`src/design/ppm_stream_decoder_defines.svh`:
```
// Assertion macros for the PPM stream decoder.
// No dependencies.
`ifndef PPM_STREAM_DECODER_DEFINES_SVH
`define PPM_STREAM_DECODER_DEFINES_SVH
// implication checked every edge outside reset
`define PPM_ASSERT_IMP(label, clk, rst, ante, cons) \
   label: assert property (@(posedge clk) disable iff (rst) (ante) |-> (cons)) \
      else $error("%m: label failed");
// next-cycle implication
`define PPM_ASSERT_NXT(label, clk, rst, ante, cons) \
   label: assert property (@(posedge clk) disable iff (rst) (ante) |=> (cons)) \
      else $error("%m: label failed");
`endif

```
`src/design/ppm_pkg.sv`:
```
// Shared types and constants for the PPM stream decoder.
// No dependencies.
`timescale 1ns / 1ps
`default_nettype none
package ppm_pkg;
   localparam int unsigned MaxDim = 4096;
   localparam logic [16:0] AccMax = 17'h1FFFF;
   localparam logic [2:0] KIND_HEADER = 3'd0;
   localparam logic [2:0] KIND_PIXEL = 3'd1;
   localparam logic [2:0] KIND_BADMAGIC = 3'd2;
   localparam logic [2:0] KIND_BADHEADER = 3'd3;
   localparam logic [2:0] KIND_TRUNC = 3'd4;

   typedef struct packed {
      logic [7:0] data_byte;
      logic       end_of_data;
   } req_type;

   typedef struct packed {
      logic [2:0]  kind;
      logic [12:0] image_w;
      logic [12:0] image_h;
      logic [7:0]  red;
      logic [7:0]  green;
      logic [7:0]  blue;
      logic        final_pixel;
   } rsp_type;
endpackage
`default_nettype wire

```
`src/design/ppm_scaler.sv`:
```
// Iterative restoring divider: scales one sample to (v+1)*255/maxval - 1, clamped to 0..255.
// Depends on ppm_stream_decoder_defines.svh.
`timescale 1ns / 1ps
`default_nettype none
module ppm_scaler (
   input  wire logic        clock,
   input  wire logic        reset,
   input  wire logic        start,
   input  wire logic [16:0] sample,
   input  wire logic [16:0] divisor,
   output logic             busy,
   output logic             done,
   output logic [7:0]       result
);
   // dividend up to (0x1FFFF+1)*255 < 2^25
   logic [24:0] dvd_ff, dvd_in;
   logic [24:0] quo_ff, quo_in;
   logic [16:0] rem_ff, rem_in;
   logic [16:0] div_ff, div_in;
   logic [4:0]  cnt_ff, cnt_in;
   logic        busy_ff, busy_in, done_ff, done_in, zero_ff, zero_in;
   logic [17:0] trial;
   logic [24:0] prod;

   assign prod = ({8'd0, sample} + 25'd1) * 25'd255;
   assign trial = {rem_ff, dvd_ff[24]} - {1'b0, div_ff};

   always_comb begin
      dvd_in = dvd_ff; quo_in = quo_ff; rem_in = rem_ff; div_in = div_ff;
      cnt_in = cnt_ff; busy_in = busy_ff; done_in = 1'b0; zero_in = zero_ff;
      if (start) begin
         dvd_in = prod; quo_in = '0; rem_in = '0; div_in = divisor;
         cnt_in = 5'd25; busy_in = 1'b1;
         zero_in = (sample == 17'd0) || (divisor == 17'd0);
      end else if (busy_ff) begin
         dvd_in = {dvd_ff[23:0], 1'b0};
         if (!trial[17]) begin
            rem_in = trial[16:0];
            quo_in = {quo_ff[23:0], 1'b1};
         end else begin
            rem_in = {rem_ff[15:0], dvd_ff[24]};
            quo_in = {quo_ff[23:0], 1'b0};
         end
         cnt_in = cnt_ff - 5'd1;
         if (cnt_ff == 5'd1) begin
            busy_in = 1'b0;
            done_in = 1'b1;
         end
      end
   end

   always_ff @(posedge clock) begin
      if (reset) begin
         busy_ff <= 1'b0; done_ff <= 1'b0; cnt_ff <= '0;
      end else begin
         busy_ff <= busy_in; done_ff <= done_in; cnt_ff <= cnt_in;
      end
      dvd_ff <= dvd_in; quo_ff <= quo_in; rem_ff <= rem_in;
      div_ff <= div_in; zero_ff <= zero_in;
   end

   always_comb begin
      if (zero_ff || quo_ff == 25'd0) result = 8'd0;
      else if (quo_ff > 25'd256) result = 8'd255;
      else result = 8'(quo_ff - 25'd1);
   end
   assign busy = busy_ff;
   assign done = done_ff;

   `include "ppm_stream_decoder_defines.svh"
   `PPM_ASSERT_NXT(a_done_pulse, clock, reset, done_ff, !done_ff)
   `PPM_ASSERT_IMP(a_no_restart, clock, reset, busy_ff, !start)
   `PPM_ASSERT_NXT(a_start_busy, clock, reset, start, busy_ff)
endmodule
`default_nettype wire

```
`src/design/ppm_stream_decoder.sv`:
```
// PPM stream decoder top level: byte parser, sequencer and shared scaler.
// Depends on ppm_pkg, ppm_scaler and ppm_stream_decoder_defines.svh.
`timescale 1ns / 1ps
`default_nettype none
// Takes a P3 or P6 PPM file one byte per transfer and returns a header
// result, then one result per pixel, or an error. A byte that completes a
// colour component occupies the shared 25-step divider, and no further byte
// is accepted until the divider has finished and its result is stored.
// Results sit in an output register; a waiting result blocks further bytes.
module ppm_stream_decoder (
   input  wire logic             clock,
   input  wire logic             reset,
   input  wire logic             req_valid,
   output logic                  req_ready,
   input  wire ppm_pkg::req_type req_data,
   output logic                  rsp_valid,
   input  wire logic             rsp_ready,
   output ppm_pkg::rsp_type      rsp_data
);
   localparam logic [2:0] PH_MAGIC0 = 3'd0;
   localparam logic [2:0] PH_MAGIC1 = 3'd1;
   localparam logic [2:0] PH_HEADER = 3'd2;
   localparam logic [2:0] PH_PIXELS = 3'd3;
   localparam logic [2:0] PH_IDLE = 3'd4;

   logic [2:0]  phase_ff, phase_in;
   logic        bin_ff, bin_in, wide_ff, wide_in, cmt_ff, cmt_in;
   logic [16:0] acc_ff, acc_in;
   logic        hd_ff, hd_in;
   logic [12:0] w_ff, w_in, h_ff, h_in;
   logic [16:0] maxv_ff, maxv_in;
   logic [1:0]  ci_ff, ci_in;
   logic [8:0]  hb_ff, hb_in;
   logic [7:0]  r_ff, r_in, g_ff, g_in;
   logic [24:0] left_ff, left_in;
   // pending completion
   logic        wait_ff, wait_in, plast_ff, plast_in;
   logic        ov_ff, ov_in;
   ppm_pkg::rsp_type ob_ff, ob_in;

   logic        sc_start, sc_busy, sc_done;
   logic [16:0] sc_sample;
   logic [7:0]  sc_res;

   ppm_scaler u_scaler (
      .clock(clock), .reset(reset), .start(sc_start), .sample(sc_sample),
      .divisor(maxv_ff), .busy(sc_busy), .done(sc_done), .result(sc_res)
   );

   logic        acc_fire;
   logic [7:0]  b;
   logic        last, ws, dig;
   logic [20:0] acc_x;
   logic [16:0] acc_dig;

   assign acc_fire = req_valid && req_ready;
   assign b = req_data.data_byte;
   assign last = req_data.end_of_data;
   assign ws = (b == 8'd32) || (b >= 8'd9 && b <= 8'd13);
   assign dig = (b >= 8'h30) && (b <= 8'h39);
   assign acc_x = {4'd0, acc_ff} * 21'd10 + {17'd0, b[3:0]};
   assign acc_dig = (acc_x > {4'd0, ppm_pkg::AccMax}) ? ppm_pkg::AccMax : acc_x[16:0];
   assign req_ready = !ov_ff && !wait_ff && !sc_busy && !sc_done;

   task automatic do_reset();
      phase_in = PH_MAGIC0; bin_in = 1'b0; wide_in = 1'b0; cmt_in = 1'b0;
      acc_in = '0; hd_in = 1'b0; w_in = '0; h_in = '0; maxv_in = '0;
      ci_in = '0; hb_in = '0; r_in = '0; g_in = '0; left_in = '0;
   endtask

   always_comb begin
      logic [2:0]  kind;
      logic        emit, err;
      logic [16:0] v;
      logic [24:0] lft;
      phase_in = phase_ff; bin_in = bin_ff; wide_in = wide_ff; cmt_in = cmt_ff;
      acc_in = acc_ff; hd_in = hd_ff; w_in = w_ff; h_in = h_ff;
      maxv_in = maxv_ff; ci_in = ci_ff; hb_in = hb_ff; r_in = r_ff;
      g_in = g_ff; left_in = left_ff; wait_in = wait_ff; plast_in = plast_ff;
      ov_in = ov_ff; ob_in = ob_ff;
      sc_start = 1'b0; sc_sample = '0;
      kind = ppm_pkg::KIND_HEADER; emit = 1'b0; err = 1'b0; v = '0; lft = '0;
      if (ov_ff && rsp_ready) ov_in = 1'b0;
      if (sc_done) begin
         wait_in = 1'b0;
         emit = 1'b0;
         unique case (ci_ff)
            2'd0: begin r_in = sc_res; ci_in = 2'd1; end
            2'd1: begin g_in = sc_res; ci_in = 2'd2; end
            default: begin
               ci_in = 2'd0;
               lft = (left_ff != '0) ? left_ff - 25'd1 : left_ff;
               left_in = lft;
               emit = 1'b1;
               kind = ppm_pkg::KIND_PIXEL;
               ob_in.red = r_ff; ob_in.green = g_ff; ob_in.blue = sc_res;
               ob_in.final_pixel = (lft == '0);
               if (lft == '0) phase_in = PH_IDLE;
            end
         endcase
         if (plast_ff && !(emit && lft == '0)) begin
            emit = 1'b1;
            kind = ppm_pkg::KIND_TRUNC;
            ob_in.red = '0; ob_in.green = '0; ob_in.blue = '0;
            ob_in.final_pixel = 1'b0;
         end
         if (emit) begin
            ov_in = 1'b1; ob_in.kind = kind; ob_in.image_w = w_ff;
            ob_in.image_h = h_ff;
         end
         if (plast_ff) do_reset();
      end else if (acc_fire) begin
         priority if (phase_ff == PH_MAGIC0) begin
            if (b == 8'h50) phase_in = PH_MAGIC1;
            else begin err = 1'b1; kind = ppm_pkg::KIND_BADMAGIC; end
         end else if (phase_ff == PH_MAGIC1) begin
            if (b == 8'h33 || b == 8'h36) begin
               bin_in = (b == 8'h36); phase_in = PH_HEADER;
            end else begin err = 1'b1; kind = ppm_pkg::KIND_BADMAGIC; end
         end else if (phase_ff == PH_HEADER) begin
            if (cmt_ff) begin
               if (b == 8'h0A) cmt_in = 1'b0;
            end else if (dig) begin
               acc_in = acc_dig; hd_in = 1'b1;
            end else begin
               if (hd_ff) begin
                  v = acc_ff; acc_in = '0; hd_in = 1'b0;
                  if (ci_ff != 2'd2) begin
                     if (v == '0 || v > 17'(ppm_pkg::MaxDim)) err = 1'b1;
                     else begin
                        if (ci_ff == 2'd0) w_in = v[12:0];
                        else h_in = v[12:0];
                        ci_in = ci_ff + 2'd1;
                     end
                  end else begin
                     if (v == '0 || v > 17'hFFFF || !ws) err = 1'b1;
                     else begin
                        maxv_in = v; wide_in = (v > 17'd255);
                        left_in = {12'd0, w_ff} * {12'd0, h_ff};
                        ci_in = 2'd0; phase_in = PH_PIXELS;
                        emit = 1'b1; kind = ppm_pkg::KIND_HEADER;
                     end
                  end
               end
               if (!err && !emit) begin
                  if (b == 8'h23) cmt_in = 1'b1;
                  else if (!ws) err = 1'b1;
               end
               if (err) kind = ppm_pkg::KIND_BADHEADER;
            end
         end else if (phase_ff == PH_PIXELS) begin
            if (bin_ff) begin
               if (!wide_ff) begin
                  sc_start = 1'b1; sc_sample = {9'd0, b};
               end else if (hb_ff[8]) begin
                  sc_start = 1'b1; sc_sample = {1'b0, hb_ff[7:0], b}; hb_in = '0;
               end else hb_in = {1'b1, b};
            end else if (cmt_ff) begin
               if (b == 8'h0A) cmt_in = 1'b0;
            end else if (dig) begin
               if (last) begin
                  sc_start = 1'b1; sc_sample = acc_dig; acc_in = '0; hd_in = 1'b0;
               end else begin
                  acc_in = acc_dig; hd_in = 1'b1;
               end
            end else begin
               if (b == 8'h23) cmt_in = 1'b1;
               if (hd_ff) begin
                  sc_start = 1'b1; sc_sample = acc_ff; acc_in = '0; hd_in = 1'b0;
               end
            end
         end else begin
         end
         if (err) begin
            phase_in = PH_IDLE; emit = 1'b1;
         end
         if (sc_start) begin
            wait_in = 1'b1; plast_in = last;
         end else begin
            if (last && phase_ff != PH_IDLE && !err) begin
               emit = 1'b1; kind = ppm_pkg::KIND_TRUNC;
            end
            if (emit) begin
               ov_in = 1'b1;
               ob_in.kind = kind; ob_in.image_w = w_in; ob_in.image_h = h_in;
               ob_in.red = '0; ob_in.green = '0; ob_in.blue = '0;
               ob_in.final_pixel = 1'b0;
            end
            if (last) do_reset();
         end
      end
   end

   always_ff @(posedge clock) begin
      if (reset) begin
         phase_ff <= PH_MAGIC0; bin_ff <= 1'b0; wide_ff <= 1'b0; cmt_ff <= 1'b0;
         acc_ff <= '0; hd_ff <= 1'b0; w_ff <= '0; h_ff <= '0; maxv_ff <= '0;
         ci_ff <= '0; hb_ff <= '0; r_ff <= '0; g_ff <= '0; left_ff <= '0;
         wait_ff <= 1'b0; plast_ff <= 1'b0; ov_ff <= 1'b0;
      end else begin
         phase_ff <= phase_in; bin_ff <= bin_in; wide_ff <= wide_in;
         cmt_ff <= cmt_in; acc_ff <= acc_in; hd_ff <= hd_in; w_ff <= w_in;
         h_ff <= h_in; maxv_ff <= maxv_in; ci_ff <= ci_in; hb_ff <= hb_in;
         r_ff <= r_in; g_ff <= g_in; left_ff <= left_in; wait_ff <= wait_in;
         plast_ff <= plast_in; ov_ff <= ov_in;
      end
      ob_ff <= ob_in;
   end

   assign rsp_valid = ov_ff;
   assign rsp_data = ob_ff;

   `include "ppm_stream_decoder_defines.svh"
   `PPM_ASSERT_IMP(a_done_when_wait, clock, reset, sc_done, wait_ff)
   `PPM_ASSERT_IMP(a_no_accept_busy, clock, reset, wait_ff, !req_ready)
   `PPM_ASSERT_NXT(a_start_wait, clock, reset, sc_start, wait_ff)
   `PPM_ASSERT_IMP(a_kind_range, clock, reset, rsp_valid, rsp_data.kind <= ppm_pkg::KIND_TRUNC)
endmodule
`default_nettype wire
```
`config.mk`:
```
export PLATFORM = sky130hd
export DESIGN_NAME = ppm_stream_decoder
export DESIGN_NICKNAME = d
export VERILOG_FILES = /design/src/design/ppm_pkg.sv /design/src/design/ppm_scaler.sv /design/src/design/ppm_stream_decoder.sv
export VERILOG_INCLUDE_DIRS = /design/src /design/src/design
export SDC_FILE = /design/constraint.sdc
export NUM_CORES = 1
export LEC_CHECK = 0
export ABC_AREA = 1
export BUFFER_PORTS_ARGS = -buffer_cell sky130_fd_sc_hd__buf_2
export CAP_MARGIN = 20
export CORE_MARGIN = 2
export CORE_UTILIZATION = 58
export CTS_CLUSTER_SIZE = 16
export DETAILED_ROUTE_END_ITERATION = 12
export PLACE_DENSITY = 0.75
export SLEW_MARGIN = 10
export SYNTH_ARGS = -nofsm -noshare
export SYNTH_HDL_FRONTEND = slang
export SYNTH_SLANG_ARGS = --single-unit
```
`constraint.sdc`:
```
create_clock -name clock -period 10.95 [get_ports clock]
set_input_delay 0.5475 -clock clock [delete_from_list [all_inputs] [get_ports clock]]
set_output_delay 0.5475 -clock clock [all_outputs]
set_load 0.005 [all_outputs]
```
==> impl_metrics.csv <==
group,metric,value,unit
setup_path,start_kind,"flop",
power_and_ir_drop,powerDensity,102,mW/mm^2
hold_path,hold_class,"primary input to flop",
drt,avgRoutedWirePerCell,17.0,um
clock_network,numCtsBuffers,34,
setup_path,crit_slowest_cell,"dfxtp_1",
sta,finClkSkew,0.0271,ns
setup_path,critical_path_class,"flop to flop",
clock_network,clk_latency,0.56,ns
final_layout,seq_area,0.00634,mm^2
synthesis,synth-adder-area-share,24.6,%
clock_network,clk_pin_slew,0.06,ns
setup_path,r2r_setup_slack,1.81,ns
global_routing,first_global_vias,21200,
setup_path,cp_max_fo,9,
flow_run,cap_violations,0,
clock_network,h-tree-depth,2,
clock_network,ctsHoldBuffers,0,
sta,tns,0,ns
global_routing,grt_use_total,29.8,%
synthesis,synth.area.mux_share,0.695,%
floorplanning,ios,69,
power_and_ir_drop,p_leak,13.3,nW
final_layout,synthToLayoutAreaGrowth,7.39,%
clock_network,clockBufferDepth,3,
synthesis,syn_inst,3244,
synthesis,synthXorXnorAreaFrac,3.82,%
drt,detail-route-antenna-nets,0,
synthesis,ys_seq_area_share,25.9,%
power_and_ir_drop,peakVddDrop,0.0000989,V
synthesis,syn_nets,3625,
drt,firstDrtPassIters,6,
setup_path,worstRegToRegCells,45,
drt,drc,0,
sta,final_hold_viol_count,0,
sta,fin_crit,9.14,ns
sta,slew_viol_final,0,
floorplanning,row_count,75,
placement,place.detailed.hpwl,48.5,mm
synthesis,synth_top_family_by_area,"adder cells",
setup_path,path_depth,45,
sta,post-route-period-util,83.5,%
setup_path,cpLargestDelayFamily,"adder cells",
floorplanning,initial_core_util,58.5,%
global_routing,antenna_found_initial,2,
setup_path,cpPeakStageDelay,0.50,ns
synthesis,ys.flop_type,"dfxtp_1",
sta,rsz0062_at_grt,"no",
sta,whs,0.304,ns
synthesis,syn-cell-area,0.0245,mm^2
hold_path,hold_path_depth,3,
synthesis,yosysWarnings,0,
drt,wl,64.5,mm
synthesis,avgSynthCellArea,7.55,um^2
clock_network,cts_sinks,268,
global_routing,grt_max_degree,78,
global_routing,grt_overflow,0,
sta,setup_violations,0,
drt,vias,21500,
drt,via_per_inst,5.68,
placement,routabilityCongestion,0.971,
setup_path,crit_path_end_kind,"flop",
setup_path,crit_buf_inv,4,
clock_network,cts_tree,"yes",
placement,numPortBuffers,68,
drt,drt_iter0_drc,1742,
final_layout,final_core_util,62.9,%
final_layout,fin_nets,3605,
sta,slew_headroom,28.0,%
final_layout,final_cells,3790,
sta,worst_pin_slew,1.08,ns
placement,place_inst,3726,
final_layout,multi_input_area,0.0154,mm^2
synthesis,synth-edff-count,97,
setup_path,worstPathArrival,9.45,ns
floorplanning,die_y,210,um
clock_network,cts_root_buf,"clkbuf_16",
floorplanning,coreArea,0.0419,mm^2
global_routing,grt_pass1_wl,105,mm
floorplanning,die_area,0.0439,mm^2
synthesis,yosysUniqueCellTypes,63,
floorplanning,die_width,210,um
synthesis,synth-simple-area-share,20.3,%
clock_network,cts_resized,0,
final_layout,nFillCells,3656,
sta,max_freq,0.109,GHz
clock_network,cts_setup_buffers,0,
synthesis,ys_ff_latch,268,
final_layout,drive_above_1_share,6.71,%
run_status,run_status,"completed",
setup_path,cpMostUsedCell,"nand2_1",
synthesis,synth_compound_area_share,13.2,%
setup_path,crit_required,11.26,ns
synthesis,synth-async-reset-ratio,0,%
==> layout make-up <==
type                    instances  share of cell area, %
repair buffers                 87                   1.91
clock buffers                  49                   3.89
multi-input cells            2227                   58.4
well taps                     539                   2.56
flip-flops and latches        268                   24.1
inverters                     606                   8.65
diodes                          2                 0.0190
clock inverters                12                  0.523
==> flip-flops by register name (all words and copies together), names as in the netlist, 2 cells and up <==
| name | count |
|---|---|
| r_ff | 8 |
| left_ff | 25 |
| w_ff | 13 |
| rsp_data | 54 |
| u_scaler.div_ff | 17 |
| h_ff | 13 |
| u_scaler.quo_ff | 25 |
| g_ff | 8 |
| u_scaler.rem_ff | 17 |
| acc_ff | 17 |
| ci_ff | 2 |
| phase_ff | 3 |
| u_scaler.dvd_ff | 25 |
| maxv_ff | 17 |
| hb_ff | 9 |
| u_scaler.cnt_ff | 5 |
==> layout by cell type, fill, tap and decap left out, types with 6 or more instances in the layout <==
cell type / instances
xor2_1: 63
mux2i_1: 17
dfxtp_1: 170
nor2_2: 10
a221oi_1: 8
a31oi_1: 16
nand3_1: 135
inv_1: 584
o21bai_1: 10
inv_2: 20
buf_4: 18
buf_2: 68
o211a_1: 9
ha_1: 179
nand2_4: 6
nor3_1: 23
a21boi_0: 7
nand2_2: 15
o22ai_1: 33
fa_1: 189
a21oi_1: 242
clkbuf_1: 8
edfxtp_1: 97
nand4_1: 36
o21ai_1: 15
nand3b_1: 8
nor4_1: 15
o211ai_1: 14
o21ai_0: 203
clkbuf_16: 38
nand2_1: 681
xnor2_1: 35
nor2_1: 207
==> per-layer routing <==
metal	part of all wire (%)	global-route usage, %	vias to the layer above
met5	0	0	-
met4	3.2	10.2	0
met3	7.4	4.85	143
met2	46	49.0	756
met1	44	40.1	10300
li1	-	-	10300
==> cell usage after synthesis (all sizes together) (2+ instances only) <==
cell,instances,share of area (%)
o211a,9,0.37
nand4,38,1.1
a21boi,10,0.40
a31oi,16,0.41
nor2,222,3.7
nand2,702,11
dfxtp,171,14
o21ai,219,4.5
or2,5,0.14
nand3b,9,0.33
edfxtp,97,12
nor3,25,0.58
inv,604,9.3
nand3,138,2.9
o22ai,33,0.84
fa,189,15
o21a,2,0.061
o31ai,2,0.061
o221a,2,0.092
a211oi,5,0.15
buf,9,0.18
a21o,4,0.12
a21oi,244,5.0
xnor2,36,1.4
a221oi,8,0.29
o21bai,10,0.31
o211ai,14,0.43
nor4,15,0.38
clkinv,2,0.031
clkbuf,134,2.1
o2111ai,2,0.072
mux2i,17,0.69
xor2,66,2.5
ha,179,9.1
==> metrics by stage <==
stage                     cell area, um^2  power (mW)  setup slack, ns
after floorplan                     24500        1.41             2.96
after CTS                           26300        2.68             1.91
after global routing                26300        2.77            0.978
final                               26300        2.67             1.81
after global placement              25100        1.51             2.17
after detailed placement            25100        1.52             1.95
==> power by group <==
part	internal, mW	total, mW	leakage, nW	switching (mW)
clock	0.686	1.16	0.567	0.475
combinational	0.126	0.374	10.4	0.248
sequential	1.09	1.14	2.37	0.0487
==> worst register-to-register path, delay by kind of cell (launching register included) <==
kind                       cells  cell delay (ns)
buffers and inverters          4             0.30
AOI/OAI and AO/OA             10             2.24
adders and majority gates      9             3.23
DFF                            1             0.50
xor gates and xnor gates       2             0.46
and+or+nand+nor               20             2.16
==> final timing paths <==
path / startpoint / endpoint
worst max register to register: acc_ff[1] / u_scaler.dvd_ff[23]
worst max-delay path: acc_ff[1] / u_scaler.dvd_ff[23]
worst min register to register: g_ff[5] / g_ff[5]
worst min-delay path: req_data[8] / hb_ff[7]
==> logic make-up after synthesis <==
kind of cell,after synthesis
DFF,268
xor gates and xnor gates,102
buffers and inverters,749
and+or+nand+nor,1157
AOI/OAI and AO/OA,583
adders and majority gates,368
muxes,17
(Power assumes the default switching activity.)
